File: config.mk
export PLATFORM = sky130hd
export DESIGN_NAME = gbi_slot_ram
export DESIGN_NICKNAME = d
export VERILOG_FILES = /design/src/rtl/gbi_slot_ram.sv
export SDC_FILE = /design/constraint.sdc
export NUM_CORES = 2
export LEC_CHECK = 0
export BUFFER_PORTS_ARGS = -buffer_cell sky130_fd_sc_hd__buf_2
export CAP_MARGIN = 20
export CORE_ASPECT_RATIO = 0.6
export CORE_UTILIZATION = 45
export DETAILED_ROUTE_END_ITERATION = 10
export SLEW_MARGIN = 20
export SYNTH_ARGS = -nofsm -noshare
export SYNTH_HDL_FRONTEND = slang
export SYNTH_SLANG_ARGS = --single-unit
File: constraint.sdc
create_clock -name clk -period 2.1 [get_ports clk]
set_input_delay 0.105 -clock clk [delete_from_list [all_inputs] [get_ports clk]]
set_output_delay 0.105 -clock clk [all_outputs]
set_load 0.02 [all_outputs]
File: src/rtl/gbi_slot_ram.sv
// gbi_slot_ram: pivot slot store, one write and one registered read port per cycle.
// Per-slot valid flags make a never-written slot read as zero (empty) after reset.
module gbi_slot_ram #(
    parameter int VEC_WIDTH = 64,
    parameter int IDX_W     = 6
) (
    input  logic                 clk,
    input  logic                 rst_n,
    input  logic [IDX_W-1:0]     rd_addr,
    output logic [VEC_WIDTH-1:0] rd_data,
    input  logic                 wr_en,
    input  logic [IDX_W-1:0]     wr_addr,
    input  logic [VEC_WIDTH-1:0] wr_data
);

    logic [VEC_WIDTH-1:0] mem [VEC_WIDTH];
    logic [VEC_WIDTH-1:0] slot_valid_reg;
    logic [VEC_WIDTH-1:0] rd_data_reg;
    logic                 rd_valid_reg;

    // Write and read the slot array
    always_ff @(posedge clk)
    begin
        if (wr_en)
        begin
            mem[wr_addr] <= wr_data;
        end
        rd_data_reg <= mem[rd_addr];
    end

    // Track written slots and register the read's valid flag
    always_ff @(posedge clk or negedge rst_n)
    begin
        if (!rst_n)
        begin
            slot_valid_reg <= '0;
            rd_valid_reg   <= 1'b0;
        end
        else
        begin
            if (wr_en)
            begin
                slot_valid_reg[wr_addr] <= 1'b1;
            end
            rd_valid_reg <= slot_valid_reg[rd_addr];
        end
    end

    // Empty slots read as zero
    assign rd_data = rd_valid_reg ? rd_data_reg : '0;

endmodule

* Word-level counts from Yosys, hierarchy flattened
Memory sizes are Yosys's and may differ from the RTL's. A register that Yosys moved wholly into a read port is not among the register bits.
Cells that the tools add are included.
** Word-level totals
- Memories kept :: 1
- Flip-flop bits (word level) :: 65
- Output and inout bits :: 64
- Bits in read-only memories :: 0
- Input bits :: 79
- Bits in latches :: 0
- Bits in writable memories :: 4096
- Logic and storage cells :: 15
** Memories
- mem :: depth 64, bits a word 64, rd ports 1, clocked after Yosys merged registers in 1, wr ports 1, RTL line 16 : logic [VEC_WIDTH-1:0] mem [VEC_WIDTH];
** Operators by class
- Div/mod/pow operators :: 0
- Reductions and logical operators :: 1
- Magnitude comparators :: 3
- Bitwise operators :: 1
- Eq/ne operators :: 0
- Multiply operators :: 0
- Shift-type cells :: 0
- Multiplexer cells :: 7
- Add/sub/neg operators :: 0
** Operator list (count)
- 2-to-1 mux 64 bit :: 1
- bitwise OR 64 bit :: 1
- < comparator 6 x 7 -> 1 bit (second input constant) :: 2
- binary-select mux 1 bit (select 6 bit) :: 1
- demux 1 bit (select 6 bit) :: 1
- >= comparator 6 x 1 -> 1 bit (second input constant) :: 1
- 2-to-1 mux 1 bit :: 4
- logical AND 1 bit :: 1

* Logic depth before layout (Yosys ltp)
- Depth in word-level cells :: 5
- Mapped depth :: 9
- Gate-level depth less buffers :: 5

* Least setup slack after synthesis
OpenSTA, ideal clock, no wires.
- Kind :: input port to flip-flop
- Start point :: in wr_addr[3]
- End point :: reg slot_valid_reg[48]
- Path buffers :: 1
- Setup slack :: -3633 ps
- Library setup time :: 92 ps
- Stages on the path :: 5
- Data arrival time :: 5641 ps
- Required time :: 2008 ps
- Path through :: clkbuf_1 -> nand4b_1 -> or2_2 -> nor3_1 -> or2_2
** Between the ends
- Longest elaborated chain between the ends :: 5
- Elaborated cells between the ends (all ways) :: 6
- Classes of those cells :: 2 x order compare; 2 x mux; 1 x bitwise; 1 x reduce/logical
** RTL lines
- start, declared :: RTL line 12 : input logic [IDX_W-1:0] wr_addr,
- < comparator 6 x 7 -> 1 bit (implied by the code) / >= comparator 6 x 1 -> 1 bit (equally long branches) :: RTL line 43 : slot_valid_reg[wr_addr] <= 1'b1;
- logical AND 1 bit (implied by the code) :: RTL line 43
- 2-to-1 mux 1 bit (implied by the code) :: RTL line 43
- demux 1 bit (select 6 bit) (*) :: RTL line 43
- bitwise OR 64 bit (no line) (*)
- end signal, assigned :: RTL line 36 : slot_valid_reg <= '0;
- end signal, assigned by index :: RTL line 43
- end, declared :: RTL line 17 : logic [VEC_WIDTH-1:0] slot_valid_reg;
Mark *: on every way between the ends. The rest lies on a longest branch, timed or not.
A chain may end at the register's enable or synchronous reset.

* Worst setup path in the final report
- Start point :: reg rd_valid_reg
- End point :: out rd_data[59]
** Between the ends
- Longest elaborated chain between the ends :: 1
** RTL lines
- start, declared :: RTL line 19 : logic rd_valid_reg;
- start signal, assigned :: RTL line 45 : rd_valid_reg <= slot_valid_reg[rd_addr];
- 2-to-1 mux 64 bit :: RTL line 50 : assign rd_data = rd_valid_reg ? rd_data_reg : '0;
- end, declared :: RTL line 10 : output logic [VEC_WIDTH-1:0] rd_data,
No other way between the ends.

==> results.py <==
metrics = {
    "timing": {
        "min_period_ns": 2.26,
        "skew_ns": 0.0457,
        "tns_ns": -6.92,
        "fin_crit_sh": 1.08,
        "rsz0062_at_grt": "true",
        "setup_viol": 57,
        "slew_headroom": 0.282,
        "worst_slew_pin_slew_ns": 1.08,
        "hold_viol_final": 0,
        "drv_slew": 0,
        "fmax_ghz": 0.442,
        "worst_slack_ns": -0.164,
    },
    "synthesis": {
        "synth-edff-count": 4096,
        "syn_nets": 6828,
        "yosys.cell_types.count": 32,
        "ys.flop_type": "edfxtp_1",
        "ys_ff_latch": 4225,
        "synth_area_um2": 159000,
        "synth.avg_cell_area_um2": 23.5,
        "syn_inst": 6749,
        "yosys_warnings": 0,
        "synthArstFlopShare": 0.0154,
        "yosysSeqAreaShare": 0.794,
    },
    "status": {
        "violations": "negative setup slack",
        "status": "finished with violations",
    },
    "power": {
        "power_leakage_uw": 0.0609,
        "ir_drop_v": 0.000627,
        "finalPower_uw": 174000,
        "power_per_cell_area_nw_per_um2": 918,
    },
    "hold_path": {
        "hold_class": "input pin to flip-flop",
        "hp-start": "wr_addr[5]",
    },
    "clock_tree": {
        "htreeDepth": 5,
        "cts_tree": "built",
        "cts_num_sinks": 4225,
        "cts.clk_slew.worst_paths_ns": 0.07,
        "cts_root_buf": "clkbuf_16",
        "clk_latency_ns": 0.96,
        "cts_buffers": 380,
        "cts_buffer_depth": 4,
    },
    "setup_path": {
        "cp.required_ns": 2.00,
        "crit_path_start": "rd_valid_reg$_DFF_PN0_",
        "crit_type": "flip-flop to output pin",
        "cp.arrival_ns": 2.16,
        "start_kind": "flip-flop",
        "critPathCaptureType": "output pin",
        "crit-reg2reg-launch": "mem[61][16]$_DFFE_PP_",
        "critPathMaxFanout": 8,
    },
    "finish": {
        "drive_above_1_share": 0.357,
        "final_common_cell": "edfxtp_1",
        "largest_reg_flops": 4096,
        "layout_common_cells": "edfxtp_1, mux4_2, buf_4",
        "utilization": 0.542,
        "nNetsFinal": 8039,
        "fillers": 26060,
        "syn_to_final_growth_pct": 19.7,
        "fin_cells": 12963,
    },
    "route": {
        "drt-total-wl_mm": 474,
        "first_pass_iters": 5,
        "vias": 81878,
        "drc": 0,
        "vias_per_cell": 6.32,
        "drt_iter0_markers": 12073,
        "routedWlPerCell_um": 36.5,
        "detail-route-antenna-nets": 0,
    },
    "floorplanning": {
        "start_util": 0.453,
        "dieArea_um2": 355000,
        "coreArea_um2": 350000,
        "num_rows": 168,
        "die_x_um": 769,
        "io_pins": 143,
        "die_y_um": 462,
    },
    "grt": {
        "antenna_found_initial": 47,
        "grt_pass1_wl_mm": 653,
        "grt_max_degree": 65,
        "track_usage": 0.265,
        "grt_pass1_vias": 80080,
        "grt_remaining_overflow": 0,
    },
    "placed_design": {
        "gp_congestion": 0.826,
        "dp.cells": 12170,
        "hpwl_mm": 303,
        "io_buffers": 142,
        "place_ws_ns": -0.540,
    },
    "run": {
        "drv_cap": 0,
    },
}
final cells by class:
cell class	count	area, um2	area share
diodes	15	37.5	0.000198
clock buffers	483	10200	0.0539
clock inverters	212	2030	0.0107
inverters	1	3.75	0.0000198
multi-input cells	2132	31600	0.166
flip-flops and latches	4225	126000	0.663
well taps	4675	5850	0.0308
repair buffers	1220	14200	0.0749
routing by layer:
| metal | vias up | track usage | wire length, um |
|---|---|---|---|
| li1 | 31617 | - | - |
| met1 | 44580 | 0.423 | 206000 |
| met2 | 5133 | 0.371 | 201000 |
| met3 | 536 | 0.0681 | 58000 |
| met4 | 12 | 0.0513 | 8870 |
| met5 | - | 0 | 67 |
worst paths after layout:
kind                                                  endpoint  slack (ns)  depth (start not counted)
worst max-delay path                               rd_data[59]       -0.16                          4
worst min-delay path                     mem[47][48]$_DFFE_PP_        0.06                          4
worst max register to register         rd_data_reg[16]$_DFF_P_        0.10                          6
worst min register to register   slot_valid_reg[7]$_DFFE_PN0P_        0.46                          1
max in group asynchronous       slot_valid_reg[24]$_DFFE_PN0P_        1.34                          4
min in group asynchronous        slot_valid_reg[0]$_DFFE_PN0P_        0.41                          4
worst max-delay path: stages, from the launching register on:
cell     delay (ns)
dfrtp_4        0.51
buf_12         0.19
buf_16         0.17
and2_4         0.17
buf_6          0.13
kinds of logic (layout without fill, tap and decap cells):
kind of cell | after synthesis | count (layout) | synth area share
AO/OA/AOI/OAI | 585 | 585 | 0.0265
buffers and inverters | 392 | 1916 | 0.0122
flip-flops | 4225 | 4225 | 0.794
multiplexers | 1128 | 1128 | 0.153
other | 0 | 15 | 0
AND/OR/NAND/NOR | 419 | 419 | 0.0144
what timing repair did:
item / CTS / global route
gates cloned: 2 / 1
hold buffers: 77 / 0
buffers inserted: 3 / 0
hold endpoints to repair: 4316 / 0
resized for setup: 101 / 55
endpoints found under the setup margin: 66 / 88
power breakdown:
part | total [uW] | switching, uW | internal (uW)
sequential | 94000 | 620 | 93400
clock | 69900 | 31200 | 38700
combinational | 10500 | 5960 | 4540
total | 174000 | 37800 | 137000
per-stage QoR:
stage          hold WS (ns)  instance area (um2)
6_report             0.0609               190000
3_5_place_dp          0.201               176000
3_3_place_gp          0.198               176000
4_1_cts            0.000721               190000
2_1_floorplan        -0.191               159000
5_1_grt              0.0619               190000
synth_stat cells, types with 3 or more instances:
cell type  number  share of area
buf_4          51         0.0024
buf_1          33        0.00078
buf_2          90         0.0028
and2_1         67         0.0026
mux2i_1        88         0.0056
nand3b_1        3        0.00014
nand2_1        12        0.00028
mux4_2       1040           0.15
o221ai_1       66         0.0036
o22ai_1       130         0.0051
a31oi_1        24        0.00095
or3_1           3        0.00012
nand2b_1        9        0.00035
clkbuf_1      195         0.0046
o21ai_0        40         0.0013
a22oi_1       260          0.012
or2_2          67         0.0026
edfxtp_1     4096           0.78
a211o_1        16        0.00088
buf_6          22         0.0016
dfrtp_1        65          0.010
nor2b_1        32         0.0013
nor2_1         68         0.0016
a211oi_1       49         0.0023
nand3_1       111         0.0035
dfxtp_1        64         0.0081
and3_1         41         0.0016
Note: power is estimated with default switching activity, not from simulation.
